## src/design/rmq_pkg.sv

```systemverilog
// Shared types and constants of the range-minimum query engine.
package rmq_pkg;

  localparam int CNT_W = 13;
  localparam int IDX_W = 12;
  localparam int DATA_W = 32;
  localparam logic [CNT_W-1:0] COUNT_RESET = 13'd4096;
  localparam int SEG_LOG = 4;  // 16 elements per block-minimum entry

  typedef enum logic [1:0] {
    CMD_LOAD  = 2'd0,
    CMD_BUILD = 2'd1,
    CMD_QUERY = 2'd2,
    CMD_NONE  = 2'd3
  } cmd_t;

  typedef enum logic [1:0] {
    ST_OK      = 2'd0,
    ST_RANGE   = 2'd1,
    ST_UNBUILT = 2'd2,
    ST_RSVD    = 2'd3
  } status_t;

  typedef enum logic [2:0] {
    S_IDLE,
    S_BRD,
    S_BACC,
    S_QRD,
    S_QACC,
    S_QFIN
  } state_t;

  // Register block to datapath: write strobe and raw count.
  typedef struct packed {
    logic             wr;
    logic [CNT_W-1:0] count;
  } cfg_stat_t;

endpackage

```

## src/design/rmq_cfg.sv

```systemverilog
// APB register block holding the element count.
module rmq_cfg (
  input  logic                clk,
  input  logic                rst_n,
  input  logic                psel,
  input  logic                penable,
  input  logic                pwrite,
  input  logic [1:0]          paddr,
  input  logic [31:0]         pwdata,
  output logic [31:0]         prdata,
  output logic                pready,
  output rmq_pkg::cfg_stat_t  stat
);
  import rmq_pkg::*;

  logic [CNT_W-1:0] count_r;
  logic             wr;

  // single register, every address decodes to it
  assign wr = psel && penable && pwrite && (paddr == 2'd0 || paddr != 2'd0);

  always_ff @(posedge clk) begin
    if (!rst_n) begin
      count_r <= COUNT_RESET;
    end else if (wr) begin
      count_r <= pwdata[CNT_W-1:0];
    end
  end

  assign pready     = 1'b1;
  assign prdata     = {{(32-CNT_W){1'b0}}, count_r};
  assign stat.wr    = wr;
  assign stat.count = count_r;
endmodule

```

## config.mk

```make
export PLATFORM = sky130hd
export DESIGN_NAME = rmq_cfg
export DESIGN_NICKNAME = d
export VERILOG_FILES = /design/src/design/rmq_pkg.sv /design/src/design/rmq_cfg.sv
export SDC_FILE = /design/constraint.sdc
export NUM_CORES = 1
export LEC_CHECK = 0
export BUFFER_PORTS_ARGS = -buffer_cell sky130_fd_sc_hd__buf_2
export CORE_ASPECT_RATIO = 1.4
export CORE_MARGIN = 4
export CORE_UTILIZATION = 37
export CTS_CLUSTER_DIAMETER = 200
export DETAILED_ROUTE_END_ITERATION = 10
export PLACE_DENSITY = 0.85
export SLEW_MARGIN = 20
export SYNTH_ARGS = -nofsm -noshare
export SYNTH_HDL_FRONTEND = slang
export SYNTH_SLANG_ARGS = --single-unit
```

## constraint.sdc

```tcl
create_clock -name clk -period 1.6 [get_ports clk]
set_clock_uncertainty 0.1 [all_clocks]
set_input_delay 0.16 -clock clk [delete_from_list [all_inputs] [get_ports clk]]
set_output_delay 0.16 -clock clk [all_outputs]
set_load 0.01 [all_outputs]
```

==> metrics.txt, run 1 <==
status complete, no violations; Critical Path AT 0.78 ns; Root Buffer Master clkbuf_4; synthesized area per cell about 8.5 sq um; Clock transition at path regs 0.08 ns; layout cells sized above 1 39.8%; FFs w/ async S/R, synth 0%; Max Slew Vio Count 0; Layout area overhead 6.70%; Synth area leader dfxtp_1; CTS resizes 0; hold path depth 3; P_leak ~0.0005 uW; WP depth 4; Max Cap Viol 0; TritonCTS buffer count 3; flops & latches, synth 13; fin nets 163; grt total ovfl 0; final hold vios 0; post-synthesis sequential area ratio 32.4%; crit path buf inv count 3; crit path max fanout 9; Cells after Synth 94; largest net degree at the start of global routing 26; Critical Path Sink Type primary output; VDD IR max around 0.33 mV; H-tree Lvls 1; DIE HEIGHT 63.1 um; Most Frequent Cell on Critical Path buf_2; reg2reg path depth 2; Ports 86; fill count 209; Total GRT Usage 10.2%; CP delay by family, top buffers and inverters; nature of the critical path startpoint input port; PD cells 766 nW/um^2; First DRT Iteration DRCs 5; GPL Wtd Cong 0.657; drt total wl 1470 um; Netlist cell types 12; Max Freq 0.959 GHz; Largest Register count_r; PortBufs 44; EDFF count, synth 0; vias per std cell approximately 4.2; Yosys warning count 0; top-count cell post-synth buf_4; setup repair bufs after CTS 0; dpl hpwl 1220 um; Largest regs count_r: 13 flops; Pre-antenna DRT Iters 2; top post-synthesis cells by count buf_4 (34), nand2_1 (24), dfxtp_1 (13); final setup vio count 0; total core area slightly above 2000 sq um; vias in the first global route 535; n_diodes 0; vias 608; clock tree buffer depth 2; TNS Setup 0 ns; synth top area cells dfxtp_1 (32%), buf_4 (32%), mux2i_1 (15%); Min Clock Period, post-route between 1 and 1.5 ns; Primary FF master, synth dfxtp_1; fin area 857 sq um; critical path's largest stage delay around 0.19 ns; num rows 19; Hold Crit Class input port to flip-flop; Routed Antenna Nets 0; CP max stage cell buf_4; max reg flops 13; Crit path required time 1.34 ns; clock latency on the worst-skew pair 0.26 ns; share of the synthesized area in the top cell type 32.4%; cts hold-fix bufs 0; TritonCTS clock tree yes; CTS Sinks 13; WL per Instance approximately 10 um; Die X-Extent 47.4 um; DIE AREA 2990 sq um; post-synthesis cell area 803 sq um; crit path kind input port to primary output; worst path cell trace buf_2, and3_1, buf_4, buf_2; period utilization 65.2%; antenna violations before repair 0; Initial Util 39.8%; Post-DP Area 831 sq um; first-pass GRT wire length 2220 um; RSZ-0062 raised after global routing no; # DRC 0; Final Util a little over two fifths
-- per-layer routing --
metal | GRT usage [%] | vias up | part of all wire [%]
li1 | - | 297 | -
met1 | 10.3 | 271 | 33
met2 | 17.8 | 38 | 52
met3 | 2.85 | 2 | 13
met4 | 5.19 | 0 | 0.68
met5 | 0 | - | 0
-- placed cells by master (no fill, tap or decap) --
| master | n |
|---|---|
| conb_1 | 20 |
| o211ai_1 | 1 |
| buf_4 | 2 |
| mux2i_1 | 12 |
| clkbuf_4 | 3 |
| dfxtp_1 | 13 |
| clkbuf_1 | 1 |
| nand4_1 | 1 |
| buf_2 | 44 |
| and3_1 | 1 |
| nand2_1 | 24 |
| inv_1 | 1 |
-- tightest hold or removal path: cells and delay by family --
family / cells / cell delay, ns
AND/OR/NAND/NOR: 1 / 0.04
buffers and inverters: 1 / 0.10
multiplexers: 1 / 0.05
-- final cells by class --
type,instances,area (sq um),area share (%)
Multi-Input combinational cell,59,305,35.6
Clock buffer,4,26.3,3.07
Sequential cell,13,260,30.4
Timing Repair Buffer,46,235,27.4
Inverter,1,3.75,0.438
Tap cell,21,26.3,3.07
-- metrics by stage --
stage	power [uW]	std cells	worst slack, ns	hold slack [ns]
2_1_floorplan	477	112	0.615	0.202
3_3_place_gp	463	140	0.560	0.307
3_5_place_dp	467	140	0.550	0.313
4_1_cts	672	144	0.536	0.0151
5_1_grt	700	144	0.494	0.0313
6_report	656	144	0.557	0.0268
-- where the power goes --
group | switching [uW] | internal, uW | total (uW)
logic | 70.2 | 45.8 | 116
registers | 7.44 | 335 | 343
clock network | 101 | 96.3 | 198
-- cells by family (layout without fill, tap and decap cells) --
family	Yosys count	count (layout)	synth area share, %
AND/OR/NAND/NOR	26	26	12.8
multiplexers	12	12	15.0
AO/OA/AOI/OAI	1	1	0.935
flip-flops	13	13	32.4
buffers and inverters	40	51	38.0
other	2	20	0.935
-- worst paths after layout --
kind	end	slack (ns)	from
worst min register to register	count_r[3]$_SDFFE_PN0P_	0.36	count_r[3]$_SDFFE_PN0P_
worst max-delay path	stat[13]	0.56	pwrite
worst min-delay path	count_r[1]$_SDFFE_PN0P_	0.03	pwdata[1]
worst max register to register	count_r[12]$_SDFFE_PN1P_	0.87	count_r[12]$_SDFFE_PN1P_
(Power assumes the default switching activity.)
==> inputs of run 2 (changes only) <==
--- a/config.mk
+++ b/config.mk
@@ -8,10 +8,10 @@
 export BUFFER_PORTS_ARGS = -buffer_cell sky130_fd_sc_hd__buf_2
 export CORE_ASPECT_RATIO = 1.4
 export CORE_MARGIN = 4
-export CORE_UTILIZATION = 37
+export CORE_UTILIZATION = 34
 export CTS_CLUSTER_DIAMETER = 200
 export DETAILED_ROUTE_END_ITERATION = 10
-export PLACE_DENSITY = 0.85
+export PLACE_DENSITY = 0.79
 export SLEW_MARGIN = 20
 export SYNTH_ARGS = -nofsm -noshare
 export SYNTH_HDL_FRONTEND = slang
==> constraint.sdc (replaced) <==
create_clock -name clk -period 1.1 [get_ports clk]
set_clock_uncertainty 0.1 [all_clocks]
set_input_delay 0.11 -clock clk [delete_from_list [all_inputs] [get_ports clk]]
set_output_delay 0.11 -clock clk [all_outputs]
set_load 0.01 [all_outputs]
==> run 2 against run 1 <==
Wire length increased by 13%. Global-route usage increased by 0.47 points. Hold slack improved by 0.0018 ns. Critical path depth decreased by 3. Setup slack got worse by 0.43 ns. Sequential power increased by 45%. Register-to-register slack got worse by 0.48 ns. Sequential share of layout area decreased by 4.2 points. First-iteration DRC count increased to 3.6 times the previous value. Cell count increased by 9.0%. Sequential cell count unchanged. Critical path type is now flip-flop to primary output. Largest cell class is now buffers.
==> metrics.txt, run 2 (synthesis results as in run 1) <==
hold path depth 3 (unchanged); Hold Crit Class input port to flip-flop; vias in the first global route 666 (+24%); dpl cells 140 (unchanged); Critical R2R Launch count_r[12]$_SDFFE_PN1P_; CTS resizes 0 (unchanged); crit path max fanout 3 (-6); fin nets 175 (+7.4%); crit path buf inv count 1 (-2); Initial Util 36.1% (-3.7 points); status complete, no violations; layout cells sized above 1 35.6% (-4.3 points); CTS Sinks 13 (unchanged); Final Util 44.6% (+2.2 points); Worst setup startpoint count_r[3]$_SDFFE_PN0P_; RSZ-0062 raised after global routing no; grt total ovfl 0 (unchanged); reg2reg path depth 2 (unchanged); Critical Path AT 0.76 ns (-0.02 ns); Largest regs count_r: 13 flops; Max Slew Vio Count 0 (unchanged); GPL Wtd Cong 0.665 (+1.2%); Root Buffer Master clkbuf_4; nature of the critical path startpoint flip-flop; largest net degree at the start of global routing 26 (unchanged); # DRC 0 (unchanged); Post-DP Area 837 sq um (+0.75%); Final Non-Filler Cells 157 (+9.0%); vias 656 (+7.9%); hold worst-path end count_r[12]$_SDFFE_PN1P_; commonest non-fill, non-tap cells in the layout buf_2 (44), nand2_1 (24), conb_1 (20), dfxtp_1 (13), dlygate4sd3_1 (13); DIE HEIGHT 65.5 um (+3.8%); TNS Setup 0 ns (unchanged); P_leak 0.000543 uW (+11%); Total GRT Usage 10.7% (+0.47 points); Pre-antenna DRT Iters 3 (+1); DIE AREA 3220 sq um (+7.5%); FF-to-FF setup slack 0.39 ns (-0.48 ns); first-pass GRT wire length 2660 um (+20%); drt total wl 1650 um (+13%); antenna violations before repair 0 (unchanged); Max Freq 1.03 GHz; clock tree buffer depth 2 (unchanged); commonest non-fill, non-tap cell in the layout buf_2; Crit path required time 0.89 ns (-0.45 ns); Layout area overhead 23.7%; Routed Antenna Nets 0 (unchanged); Largest Register count_r; hold wc startpoint penable; final setup vio count 0 (unchanged); clock latency on the worst-skew pair 0.26 ns (about the same); Critical Path Sink Type primary output; num rows 20 (+1); n_diodes 0 (unchanged); total core area 2230 sq um (+10%); First DRT Iteration DRCs 18 (+13); fill count 233 (+11%); CP delay by family, top flip-flops; max reg flops 13 (unchanged); Ports 86 (unchanged); overall power 994 uW (+51%); period utilization 88.6%; Min Clock Period, post-route approximately 0.97 ns; CP max stage cell dfxtp_1; PortBufs 44 (unchanged); WL per Instance 10.5 um (+3.4%); TritonCTS clock tree yes; crit path kind flip-flop to primary output; worst path cell trace buf_2; fin area 993 sq um (+16%); Max Cap Viol 0 (unchanged); PD cells 1000 nW/um^2 (+31%); vias per std cell 4.18 (-1.0%); critical path's largest stage delay 0.36 ns (+0.17 ns); TritonCTS buffer count 3 (unchanged); Clock transition at path regs 0.08 ns (about the same); VDD IR max 0.672 mV (+100%); Worst R2R End count_r[12]$_SDFFE_PN1P_; dpl hpwl 1190 um (-2.4%); final hold vios 0 (unchanged); Die X-Extent 49.1 um (+3.6%); H-tree Lvls 1 (unchanged)
-- run 2: area by class of cell --
class | count | area (sq um) | share of cell area [%]
clock buffer | 4 | 26.3 | 2.64
tap | 22 | 27.5 | 2.77
sequential | 13 | 260 | 26.2
multi-input combinational | 59 | 305 | 30.7
inverter | 1 | 3.75 | 0.378
timing repair buffer | 58 | 370 | 37.3
-- run 2: timing repair --
action | 4_1_cts | 5_1_grt
buffers inserted | 0 | 0
endpoints found under the setup margin | 0 | 0
hold buffers | 13 | 0
endpoints found under the hold margin | 13 | 0
-- run 2: tightest hold or removal path, cell delays in order --
cell and delay, ns:
buf_2 0.09, nand4_1 0.08, o211ai_1 0.09
-- run 2: where the power goes --
| group | internal (uW) | switching, uW |
|---|---|---|
| registers | 488 | 10.6 |
| clock network | 140 | 147 |
| logic | 98.6 | 110 |
| total | 726 | 267 |
-- run 2: routing by layer --
layer | track usage (%) | routed length, um | vias to the layer above
met3 | 2.04 | 122 | 2
met5 | 0 | 0 | -
met1 | 10.0 | 524 | 298
li1 | - | - | 322
met4 | 6.05 | 12 | 0
met2 | 21.1 | 994 | 34
-- run 2: how the worst max path moves through the flow --
| stage | end | slack, ns | cells after the start |
|---|---|---|---|
| final | prdata[3] | 0.13 | 1 |
| after global routing | prdata[10] | 0.05 | 1 |
| after CTS | prdata[3] | 0.10 | 1 |
| after detailed placement | count_r[8]$_SDFFE_PN0P_ | 0.15 | 4 |
| after global placement | stat[13] | 0.18 | 4 |
| after floorplan | stat[13] | 0.21 | 4 |
-- run 2: metrics by stage --
step                      hold WS [ns]  setup slack [ns]
after floorplan                  0.152             0.215
after global placement           0.257             0.180
after detailed placement         0.263             0.145
after CTS                       0.0171             0.101
after global routing            0.0572            0.0488
final                           0.0286             0.126
